===== config.mk =====
export PLATFORM = sky130hd
export DESIGN_NAME = indexed_sequence_list
export DESIGN_NICKNAME = d
export VERILOG_FILES = /design/src/isl_pkg.sv /design/src/indexed_sequence_list.sv /design/src/isl_slot_ram.sv
export SDC_FILE = /design/constraint.sdc
export NUM_CORES = 1
export LEC_CHECK = 0
export CAP_MARGIN = 15
export CORE_AREA = 2 2 232 234
export CTS_BUF_LIST = sky130_fd_sc_hd__clkbuf_8
export DETAILED_ROUTE_END_ITERATION = 16
export DIE_AREA = 0 0 234 236
export DONT_BUFFER_PORTS = 1
export GPL_ROUTABILITY_DRIVEN = 0
export PLACE_DENSITY_LB_ADDON = 0.12
export SYNTH_ARGS = -nofsm -noshare
export SYNTH_HDL_FRONTEND = slang
export SYNTH_SLANG_ARGS = --single-unit

===== constraint.sdc =====
create_clock -name clk -period 3.2 [get_ports clk]
set_input_delay 0.8 -clock clk [delete_from_list [all_inputs] [get_ports clk]]
set_output_delay 0.8 -clock clk [all_outputs]
set_load 0.01 [all_outputs]

===== src/isl_pkg.sv =====
// shared constants and codes for the indexed sequence list
package isl_pkg;

    // default sizing
    localparam int CAPACITY_DEF    = 16;
    localparam int VALUE_WIDTH_DEF = 32;

    // fixed port field widths
    localparam int OP_W     = 3;
    localparam int DATA_W   = 32;
    localparam int POS_W    = 5;
    localparam int STATUS_W = 2;
    localparam int CNT_W    = 5;

    // request codes
    typedef enum logic [OP_W-1:0] {
        OP_INS_HEAD = 3'd0,
        OP_INS_TAIL = 3'd1,
        OP_INS_AT   = 3'd2,
        OP_RM_HEAD  = 3'd3,
        OP_RM_TAIL  = 3'd4,
        OP_RM_AT    = 3'd5,
        OP_LIST_FWD = 3'd6,
        OP_LIST_BWD = 3'd7
    } op_t;

    // result status codes
    localparam logic [STATUS_W-1:0] ST_DONE = 2'd0;
    localparam logic [STATUS_W-1:0] ST_BAD  = 2'd1;
    localparam logic [STATUS_W-1:0] ST_FULL = 2'd2;

endpackage


===== src/indexed_sequence_list.sv =====
// indexed sequence list: insert and remove at any index, one slot moved per step
// each slot move is a read in a CHK state then a write in a WR state, then the status beat
// rejected requests and empty listings go straight from idle to the status beat state
// listing: each element is read in S_LRD, then emitted in S_LOUT; output stalls hold the beat
// a new request is taken only in idle; results wait in an output register
// reset clears the element count and control; slot contents are not cleared
module indexed_sequence_list #(
    parameter int CAPACITY    = isl_pkg::CAPACITY_DEF,
    parameter int VALUE_WIDTH = isl_pkg::VALUE_WIDTH_DEF
) (
    input  logic                              clk,
    input  logic                              rst_n,
    input  logic                              in_valid,
    output logic                              in_stall,
    input  logic [isl_pkg::OP_W-1:0]          operation,
    input  logic signed [isl_pkg::DATA_W-1:0] value_in,
    input  logic [isl_pkg::POS_W-1:0]         position,
    output logic                              out_valid,
    input  logic                              out_stall,
    output logic signed [isl_pkg::DATA_W-1:0] value_out,
    output logic                              has_value,
    output logic                              last,
    output logic [isl_pkg::STATUS_W-1:0]      status,
    output logic [isl_pkg::CNT_W-1:0]         element_count,
    output logic                              is_empty
);

    localparam int AW   = $clog2(CAPACITY);
    localparam int CW   = $clog2(CAPACITY + 1);
    localparam int CMPW = (CW > isl_pkg::POS_W) ? CW : isl_pkg::POS_W;

    typedef enum logic [2:0] {
        S_IDLE,
        S_INS_CHK,
        S_INS_WR,
        S_RM_CHK,
        S_RM_WR,
        S_LRD,
        S_LOUT,
        S_DONE
    } state_t;

    state_t                       state_reg, state_next;
    logic [CW-1:0]                count_reg, count_next;
    logic [CW-1:0]                idx_reg, idx_next;
    logic [VALUE_WIDTH-1:0]       val_reg, val_next;
    logic                         bwd_reg, bwd_next;
    logic [isl_pkg::STATUS_W-1:0] st_reg, st_next;
    logic [CMPW-1:0]              ins_hold_reg, ins_hold_next;

    logic                         out_valid_reg, out_valid_next;
    logic [isl_pkg::DATA_W-1:0]   value_out_reg, value_out_next;
    logic                         has_value_reg, has_value_next;
    logic                         last_reg, last_next;
    logic [isl_pkg::STATUS_W-1:0] status_reg, status_next;
    logic [isl_pkg::CNT_W-1:0]    count_out_reg, count_out_next;
    logic                         empty_reg, empty_next;

    logic                         wr_en, rd_en;
    logic [AW-1:0]                wr_addr, rd_addr;
    logic [VALUE_WIDTH-1:0]       wr_data, rd_data;
    logic [VALUE_WIDTH-1:0]       ins_data;
    logic [isl_pkg::DATA_W-1:0]   rd_wide;

    logic                         out_free;
    logic [CW-1:0]                idx_dec, idx_inc, cnt_dec, rev_idx;
    logic [CMPW-1:0]              cnt_cmp, pos_cmp, ins_pos, rm_pos;
    isl_pkg::op_t                 op_in;

    // slot storage
    isl_slot_ram #(
        .DEPTH (CAPACITY),
        .WIDTH (VALUE_WIDTH)
    ) u_ram (
        .clk     (clk),
        .wr_en   (wr_en),
        .wr_addr (wr_addr),
        .wr_data (wr_data),
        .rd_en   (rd_en),
        .rd_addr (rd_addr),
        .rd_data (rd_data)
    );

    // value width adaptation on the way in and out
    generate
        if (VALUE_WIDTH < isl_pkg::DATA_W)
        begin : g_narrow
            assign ins_data = value_in[VALUE_WIDTH-1:0];
            assign rd_wide  = {{(isl_pkg::DATA_W - VALUE_WIDTH){rd_data[VALUE_WIDTH-1]}},
                               rd_data};
        end
        else
        begin : g_wide
            assign ins_data = VALUE_WIDTH'($unsigned(value_in));
            assign rd_wide  = rd_data[isl_pkg::DATA_W-1:0];
        end
    endgenerate

    // index arithmetic shared by all sequences
    assign idx_dec  = idx_reg - 1'b1;
    assign idx_inc  = idx_reg + 1'b1;
    assign cnt_dec  = count_reg - 1'b1;
    assign rev_idx  = cnt_dec - idx_reg;
    assign cnt_cmp  = CMPW'(count_reg);
    assign pos_cmp  = CMPW'(position);
    assign op_in    = isl_pkg::op_t'(operation);
    assign out_free = !out_valid_reg || !out_stall;

    // target position of an incoming request
    always_comb
    begin
        ins_pos = '0;
        rm_pos  = '0;
        unique case (op_in)
            isl_pkg::OP_INS_TAIL: ins_pos = cnt_cmp;
            isl_pkg::OP_INS_AT:   ins_pos = pos_cmp;
            isl_pkg::OP_RM_TAIL:  rm_pos  = cnt_cmp - 1'b1;
            isl_pkg::OP_RM_AT:    rm_pos  = pos_cmp;
            default:
            begin
                ins_pos = '0;
                rm_pos  = '0;
            end
        endcase
    end

    // sequencer
    always_comb
    begin
        state_next     = state_reg;
        count_next     = count_reg;
        idx_next       = idx_reg;
        val_next       = val_reg;
        bwd_next       = bwd_reg;
        st_next        = st_reg;
        out_valid_next = out_valid_reg;
        value_out_next = value_out_reg;
        has_value_next = has_value_reg;
        last_next      = last_reg;
        status_next    = status_reg;
        count_out_next = count_out_reg;
        empty_next     = empty_reg;
        wr_en          = 1'b0;
        rd_en          = 1'b0;
        wr_addr        = idx_reg[AW-1:0];
        rd_addr        = idx_reg[AW-1:0];
        wr_data        = rd_data;

        // output beat taken
        if (out_valid_reg && !out_stall)
        begin
            out_valid_next = 1'b0;
        end

        unique case (state_reg)
            S_IDLE:
            begin
                if (in_valid)
                begin
                    val_next = ins_data;
                    bwd_next = (op_in == isl_pkg::OP_LIST_BWD);
                    st_next  = isl_pkg::ST_DONE;
                    unique case (op_in) inside
                        isl_pkg::OP_INS_HEAD, isl_pkg::OP_INS_TAIL, isl_pkg::OP_INS_AT:
                        begin
                            if (ins_pos > cnt_cmp)
                            begin
                                st_next    = isl_pkg::ST_BAD;
                                state_next = S_DONE;
                            end
                            else if (count_reg == CW'(CAPACITY))
                            begin
                                st_next    = isl_pkg::ST_FULL;
                                state_next = S_DONE;
                            end
                            else
                            begin
                                // idx walks down from the tail; insert point kept in ins_hold_reg
                                idx_next   = count_reg;
                                state_next = S_INS_CHK;
                            end
                        end
                        isl_pkg::OP_RM_HEAD, isl_pkg::OP_RM_TAIL, isl_pkg::OP_RM_AT:
                        begin
                            if (count_reg == '0 || rm_pos >= cnt_cmp)
                            begin
                                st_next    = isl_pkg::ST_BAD;
                                state_next = S_DONE;
                            end
                            else
                            begin
                                idx_next   = CW'(rm_pos);
                                state_next = S_RM_CHK;
                            end
                        end
                        isl_pkg::OP_LIST_FWD, isl_pkg::OP_LIST_BWD:
                        begin
                            idx_next   = '0;
                            state_next = (count_reg == '0) ? S_DONE : S_LRD;
                        end
                        default:
                        begin
                            state_next = S_DONE;
                        end
                    endcase
                end
            end

            // move one slot up, or drop the new value at the insert point
            S_INS_CHK:
            begin
                if (CMPW'(idx_reg) == ins_hold_reg)
                begin
                    wr_en      = 1'b1;
                    wr_data    = val_reg;
                    count_next = count_reg + 1'b1;
                    state_next = S_DONE;
                end
                else
                begin
                    rd_en      = 1'b1;
                    rd_addr    = idx_dec[AW-1:0];
                    state_next = S_INS_WR;
                end
            end

            S_INS_WR:
            begin
                wr_en      = 1'b1;
                idx_next   = idx_dec;
                state_next = S_INS_CHK;
            end

            // move one slot down until the tail is reached
            S_RM_CHK:
            begin
                if (idx_inc == count_reg)
                begin
                    count_next = cnt_dec;
                    state_next = S_DONE;
                end
                else
                begin
                    rd_en      = 1'b1;
                    rd_addr    = idx_inc[AW-1:0];
                    state_next = S_RM_WR;
                end
            end

            S_RM_WR:
            begin
                wr_en      = 1'b1;
                idx_next   = idx_inc;
                state_next = S_RM_CHK;
            end

            // listing: fetch one element
            S_LRD:
            begin
                rd_en      = 1'b1;
                rd_addr    = bwd_reg ? rev_idx[AW-1:0] : idx_reg[AW-1:0];
                state_next = S_LOUT;
            end

            // listing: emit one element beat
            S_LOUT:
            begin
                if (out_free)
                begin
                    out_valid_next = 1'b1;
                    value_out_next = rd_wide;
                    has_value_next = 1'b1;
                    last_next      = (idx_inc == count_reg);
                    status_next    = isl_pkg::ST_DONE;
                    count_out_next = isl_pkg::CNT_W'(count_reg);
                    empty_next     = 1'b0;
                    idx_next       = idx_inc;
                    state_next     = (idx_inc == count_reg) ? S_IDLE : S_LRD;
                end
            end

            // single status beat
            S_DONE:
            begin
                if (out_free)
                begin
                    out_valid_next = 1'b1;
                    value_out_next = '0;
                    has_value_next = 1'b0;
                    last_next      = 1'b1;
                    status_next    = st_reg;
                    count_out_next = isl_pkg::CNT_W'(count_reg);
                    empty_next     = (count_reg == '0);
                    state_next     = S_IDLE;
                end
            end

            default:
            begin
                state_next = S_IDLE;
            end
        endcase
    end

    // insert point held for the whole shift sequence
    always_comb
    begin
        ins_hold_next = ins_hold_reg;
        if (state_reg == S_IDLE && in_valid)
        begin
            ins_hold_next = ins_pos;
        end
    end

    // state and registered outputs
    always_ff @(posedge clk or negedge rst_n)
    begin
        if (!rst_n)
        begin
            state_reg     <= S_IDLE;
            count_reg     <= '0;
            idx_reg       <= '0;
            val_reg       <= '0;
            bwd_reg       <= 1'b0;
            st_reg        <= isl_pkg::ST_DONE;
            ins_hold_reg  <= '0;
            out_valid_reg <= 1'b0;
            value_out_reg <= '0;
            has_value_reg <= 1'b0;
            last_reg      <= 1'b0;
            status_reg    <= isl_pkg::ST_DONE;
            count_out_reg <= '0;
            empty_reg     <= 1'b1;
        end
        else
        begin
            state_reg     <= state_next;
            count_reg     <= count_next;
            idx_reg       <= idx_next;
            val_reg       <= val_next;
            bwd_reg       <= bwd_next;
            st_reg        <= st_next;
            ins_hold_reg  <= ins_hold_next;
            out_valid_reg <= out_valid_next;
            value_out_reg <= value_out_next;
            has_value_reg <= has_value_next;
            last_reg      <= last_next;
            status_reg    <= status_next;
            count_out_reg <= count_out_next;
            empty_reg     <= empty_next;
        end
    end

    // ports
    assign in_stall      = (state_reg != S_IDLE);
    assign out_valid     = out_valid_reg;
    assign value_out     = value_out_reg;
    assign has_value     = has_value_reg;
    assign last          = last_reg;
    assign status        = status_reg;
    assign element_count = count_out_reg;
    assign is_empty      = empty_reg;

endmodule


===== src/isl_slot_ram.sv =====
// slot storage: one write port, one read port with registered read data
module isl_slot_ram #(
    parameter int DEPTH = isl_pkg::CAPACITY_DEF,
    parameter int WIDTH = isl_pkg::VALUE_WIDTH_DEF
) (
    input  logic                     clk,
    input  logic                     wr_en,
    input  logic [$clog2(DEPTH)-1:0] wr_addr,
    input  logic [WIDTH-1:0]         wr_data,
    input  logic                     rd_en,
    input  logic [$clog2(DEPTH)-1:0] rd_addr,
    output logic [WIDTH-1:0]         rd_data
);

    logic [WIDTH-1:0] mem [DEPTH];

    // write port
    always_ff @(posedge clk)
    begin
        if (wr_en)
        begin
            mem[wr_addr] <= wr_data;
        end
    end

    // read port, data holds while no read is issued
    always_ff @(posedge clk)
    begin
        if (rd_en)
        begin
            rd_data <= mem[rd_addr];
        end
    end

endmodule

==> flow_summary.yaml, run 1 <==
power_and_ir_drop:
  cellPowerDensity_nw_per_um2: 1260
  leakage_nw: 11.6
  pwr-share-comb: 0.503
  vdd_drop_max_mv: 1.03
  p_int_mw: 23.1
  seqPwrFrac: 0.331
  switching_share: 0.413
  p_clk_frac: 0.166
  net-switching-power_mw: 16.3
die:
  coreArea_sq_um: 53100
  die_area_sq_um: 55200
  start_util: 0.501
  fp.dieH_um: 236
  io-pin-count: 88
  fp-row-count: 85
  die_w_um: 234
placed_design:
  place_inst: 2840
  dp_hpwl_um: 42300
  post-place-ws_ns: -0.257
  portBuffers: 0
sta:
  fin_crit_sh: 1.01
  layout_setup_ws_ns: -0.0333
  setup_viol: 29
  rsz0062_at_grt: "true"
  min_period_ns: 3.23
  finClkSkew_ns: 0.0230
  relSlewSlack: 0.415
  fin_hold_ws_ns: 0.0222
  tightest_slew_ns: 0.877
  hold_violations: 0
  max_freq_mhz: 309
  maxSlewViolCount: 0
synthesis:
  syn_inst: 2140
  synth_edf_count: 544
  ys_seq_area_frac: 0.704
  synth_area_sq_um: 26600
  ys_warn_count: 0
  synth_cell_types: 60
  syn_nets: 2204
  async_flop_share: 0.150
  synthFlopType: "edfxtp_1"
  ys_ff_latch: 640
  syn-mean-instance-area_sq_um: 12.4
worst_setup_path:
  crit_end: "u_ram.rd_data[30]"
  crit_path_end_kind: "flip-flop"
  reg2reg_slack_ns: -0.03
  worstPathArrival_ns: 3.68
  r2r-start: "idx_reg[0]"
  setup.worst_path.start: "idx_reg[0]"
  worst-path-max-fanout: 6
  r2r_end: "u_ram.rd_data[30]"
  path_class: "reg2reg"
  r2r_cells: 14
  crit_required_ns: 3.64
  worstSetupStartpointType: "flip-flop"
global_route:
  grt_max_degree: 97
  overflow: 0
  antenna_found_initial: 1
  grt_pass1_wl_um: 109000
  grt_pass1_vias: 17300
  grt_util_all_layers: 0.266
cts:
  clkTransAtPathRegs_ns: 0.06
  cts_buffer_depth: 3
  cts.sinks: 640
  insertion_delay_ns: 0.70
  cts_tree: "yes"
  root_buffer: "clkbuf_8"
  cts-buffers-inserted: 101
  htree_levels: 3
routing:
  num_vias: 17800
  drc: 0
  viasPerCell: 5.85
  ant_nets: 0
  avgRoutedWirePerCell_um: 24.0
  first_iter_violations: 1822
  drtPass1Iterations: 5
  postRouteWirelength_um: 73000
layout:
  final_core_util: 0.589
  finalNonFillerCells: 3041
  drive_above_1_share: 0.177
  antenna_cells: 0
  regMostFlops: "u_ram.mem"
  layout.nets: 2328
  syn2layout_area_growth_pct: 17.5
  largest_register_ffs: 512
worst_hold_path:
  min-delay-path-class: "in2async"
outcome:
  violations: "setup timing"
  status: "finished, violations left"
job:
  drv_cap: 0
## placed cells by master, fill, tap and decap left out, drive strengths merged, types with 4 or more instances in the layout
cell / synthesis / routed
nor2b: 5 / 5
nand4: 6 / 6
o21ai: 71 / 71
nand3: 108 / 108
a211oi: 34 / 34
a32oi: 34 / 34
xor2: 4 / 4
a211o: 35 / 35
and3: 36 / 36
inv: 20 / 47
mux2: 34 / 34
nor2: 45 / 45
or2: 4 / 4
ha: 19 / 19
o31ai: 4 / 4
a31oi: 35 / 35
edfxtp: 544 / 544
clkinv: 0 / 45
dfrtp: 95 / 95
clkbuf: 89 / 112
nand2: 645 / 645
a21oi: 78 / 78
buf: 49 / 155
nand2b: 38 / 38
xnor2: 14 / 14
and2: 7 / 7
a22oi: 7 / 7
a32o: 32 / 32
o211ai: 6 / 6
## cells by family (layout without fill, tap and decap cells)
| family | count (synthesis) | count (layout) | synth area share |
|---|---|---|---|
| flip-flops | 640 | 640 | 0.704 |
| adder cells (fa/ha/maj) | 20 | 20 | 0.00969 |
| AND/OR/NAND/NOR | 906 | 907 | 0.144 |
| AO/OA/AOI/OAI | 361 | 361 | 0.0937 |
| multiplexers | 36 | 36 | 0.0151 |
| buffers and inverters | 158 | 362 | 0.0267 |
| XOR/XNOR | 19 | 19 | 0.00677 |
## cell type report
cell class	count	area, sq um
multi-input cells	1343	7620
repair buffers	158	2050
flip-flops and latches	640	18700
well taps	696	871
inverters	20	77.6
clock buffers	110	1510
clock inverters	74	382
fillers	4194	21800
## worst max-delay path: stages (launching register included)
cell and delay (ns):
dfrtp_2 0.46, buf_4 0.17, ha_2 0.20, fa_2 0.37
xnor2_2 0.21, o21ai_1 0.10, and2_4 0.15, a32oi_2 0.23
o221ai_2 0.15, nand3_2 0.14, buf_12 0.15, buf_8 0.14
a31oi_4 0.03, a32o_1 0.23, a211o_1 0.26
## power by group through the flow
stage | Sequential, mW | Combinational [mW] | Clock (mW)
floorplan | 12.8 | 11.4 | 0
global placement | 13.2 | 17.8 | 0
detailed placement | 13.2 | 18.1 | 0
CTS | 13.0 | 19.2 | 6.67
global route | 13.2 | 21.5 | 7.06
finish | 13.0 | 19.8 | 6.54
## synthesized netlist by cell type (4+ instances only)
library cell  number  area share
a211oi_1          34      0.0096
nor2_1            45      0.0063
o211ai_1           5      0.0014
a21oi_1           77       0.014
dfrtp_1           95       0.089
nor2b_1            5      0.0012
a31oi_1           35      0.0082
buf_6              9      0.0038
a211o_1           35       0.012
o21ai_0           70       0.013
inv_1             20      0.0028
nand4_1            6      0.0014
ha_1              19      0.0089
nand3_1          108       0.020
xnor2_1           14      0.0046
edfxtp_1         544        0.61
o31ai_1            4      0.0011
a32o_1            32       0.012
or2_2              4     0.00094
clkbuf_1          89       0.013
xor2_1             4      0.0013
mux2_2            34       0.014
nand2_1          645       0.091
nand2b_1          38      0.0089
and3_1            36      0.0085
a32oi_1           34       0.011
buf_2             37      0.0070
and2_1             7      0.0016
a22oi_1            7      0.0020
## layer usage
layer  share of wire  track usage  up-vias
met5         0.00018            0        -
met4           0.023       0.0848        2
met3           0.069       0.0442      127
met2            0.46        0.404      691
met1            0.45        0.393     8902
li1                -            -     8053
## stage by stage
| stage | total power, mW | TNS (ns) | instance area [sq um] |
|---|---|---|---|
| 6_report | 39.4 | -0.469 | 31300 |
| 5_1_grt | 41.7 | -3.63 | 31300 |
| 4_1_cts | 38.8 | -0.810 | 31000 |
| 3_5_place_dp | 31.3 | -7.52 | 28800 |
| 3_3_place_gp | 31.0 | -4.76 | 28800 |
| 2_1_floorplan | 24.1 | -83.25 | 26700 |
## timing repair
action,in CTS,in global routing
hold buffers,1,0
setup endpoints to repair,32,33
resized for setup,39,28
gates cloned,4,2
endpoints found under the hold margin,96,0
buffers inserted,7,3
pin swaps,16,37
## worst min path at each step
stage                start           end  slack (ns)  depth (start not counted)
2_1_floorplan   val_reg[0]    val_reg[0]        0.44                          2
3_3_place_gp   val_reg[15]   val_reg[15]        0.45                          2
3_5_place_dp   val_reg[17]   val_reg[17]        0.46                          2
4_1_cts              rst_n  value_out[2]        0.02                          1
5_1_grt              rst_n  value_out[2]        0.05                          1
6_report             rst_n  value_out[5]        0.02                          1
Note: power is estimated with default switching activity, not from simulation.
==> run 2: changes to the inputs <==
Settings changed: CORE_AREA 2 2 232 234 to 2 2 165 329, CTS_BUF_LIST sky130_fd_sc_hd__clkbuf_8 to not set, DIE_AREA 0 0 234 236 to 0 0 167 331.
==> flow_summary.yaml, run 2 (synthesized netlist as in run 1, its figures left out) <==
die:
  start_util: 0.506
  coreArea_sq_um: 52600
  fp.dieH_um: 331
  io-pin-count: 88
  die_area_sq_um: 55300
  die_w_um: 167
  fp-row-count: 119
global_route:
  antenna_found_initial: 2
  overflow: 0
  grt_util_all_layers: 0.274
  grt_max_degree: 96
  grt_pass1_vias: 18000
  grt_pass1_wl_um: 113000
placed_design:
  portBuffers: 0
  dp_hpwl_um: 44500
sta:
  tns_ns: -0.510
  fin_hold_ws_ns: 0.0291
  min_period_ns: 3.27
  setup_viol: 19
  maxSlewViolCount: 0
  relSlewSlack: 0.487
  tightest_slew_ns: 0.767
  layout_setup_ws_ns: -0.0694
  finClkSkew_ns: 0.0183
  max_freq_mhz: 306
  fin_crit_sh: 1.02
  rsz0062_at_grt: "true"
  hold_violations: 0
worst_setup_path:
  path_common_cell: "a211o_1"
  crit_cells: 11
  r2r_cells: 11
  crit_required_ns: 3.56
  slowest_stage: "dfrtp_2"
  worst-path-max-fanout: 23
  cp_slowest_stage_delay_ns: 0.43
  worstSetupStartpointType: "flip-flop"
  setup.worst_path.start: "idx_reg[1]"
  r2r-start: "idx_reg[1]"
  cp_cell_sequence: "ha_4, or3b_4, a21oi_4, o211ai_4, a211o_1, and4_4, buf_12, buf_4, a21oi_1, a32oi_1, a211o_1"
  critical-path-top-delay-family: "compound AO/OA/AOI/OAI gates"
  path_class: "reg2reg"
  worstPathArrival_ns: 3.63
  crit_path_end_kind: "flip-flop"
  cp.buffers_inverters: 2
layout:
  layout_common_cells: "nand2_1, edfxtp_1, buf_4"
  antenna_cells: 0
  num-fill-cells: 4083
  largest_register_ffs: 512
  syn2layout_area_growth_pct: 18.3
  regMostFlops: "u_ram.mem"
  layout.nets: 2303
  layout_commonest_cell: "nand2_1"
  drive_above_1_share: 0.178
cts:
  insertion_delay_ns: 0.62
  htree_levels: 2
  root_buffer: "clkbuf_16"
  cts_tree: "yes"
  cts-buffers-inserted: 54
  cts.sinks: 640
  cts_buffer_depth: 3
  clkTransAtPathRegs_ns: 0.07
routing:
  first_iter_violations: 1638
  viasPerCell: 6.06
  drc: 0
  avgRoutedWirePerCell_um: 26.1
  postRouteWirelength_um: 76900
  ant_nets: 0
  num_vias: 17900
  drtPass1Iterations: 5
outcome:
  violations: "setup timing"
  status: "finished, violations left"
job:
  drv_cap: 0
worst_hold_path:
  min-delay-path-class: "in2async"
run 2: changes by cell type in the layout (fill, tap and decap cells not counted), moves of 4 or more:
cell,change
clkbuf_8,-103
clkbuf_16,+58
inv_1,-25
buf_4,+22
clkinv_1,-16
a31oi_1,-8
clkinv_2,-8
a31oi_2,+6
buf_12,-6
clkbuf_1,+4
clkinvlp_4,+4
run 2: metal layers:
metal  up-vias  track usage  wire (um)
met5         -            0         10
met2       721        0.488      39900
met3       224       0.0318       4470
li1       7981            -          -
met4         2        0.145       4190
met1      8957        0.328      28300
run 2: path summary, 6_finish.rpt:
path	end	slack, ns
worst min-delay path	is_empty	0.03
worst max register to register	u_ram.rd_data[8]	-0.07
worst max-delay path	u_ram.rd_data[8]	-0.07
max in group asynchronous	state_reg[0]	2.63
worst min register to register	val_reg[14]	0.48
min in group clk	val_reg[20]	0.28
run 2: timing repair:
action	4_1_cts	5_1_grt
setup endpoints to repair	33	37
gates cloned	5	7
setup buffers	11	7
resized for setup	42	50
pin swaps	16	27
endpoints found under the hold margin	95	0
hold buffers	1	0
run 2: worst register-to-register path: cells and delay by family (launching register included):
kind / cells / cell delay, ns
fa+ha+maj: 1 / 0.17
simple gates: 2 / 0.72
buf+inv: 2 / 0.37
flops: 1 / 0.43
compound gates: 6 / 1.34
run 2: area by class of cell:
| type | count | area (sq um) | share of cell area |
|---|---|---|---|
| flip-flops and latches | 640 | 18700 | 0.595 |
| multi-input cells | 1343 | 7760 | 0.246 |
| repair buffers | 180 | 2240 | 0.0711 |
| clock buffers | 65 | 1460 | 0.0464 |
| well taps | 665 | 832 | 0.0264 |
| clock inverters | 37 | 373 | 0.0118 |
| inverters | 20 | 77.6 | 0.00246 |
run 2: per-stage QoR:
step	util	cells	instance area [sq um]	setup WS, ns
2_1_floorplan	-	2140	26700	-0.172
3_3_place_gp	0.546	2817	28700	-0.0586
3_5_place_dp	0.546	2817	28700	-0.157
4_1_cts	0.590	2936	31000	-0.0233
5_1_grt	0.599	2950	31500	-0.172
6_report	0.599	2950	31500	-0.0694
Power of run 2 is left out: the tool's default activity adds up to more than one toggle a clock period on the data nets, which glitch-free logic cannot reach.
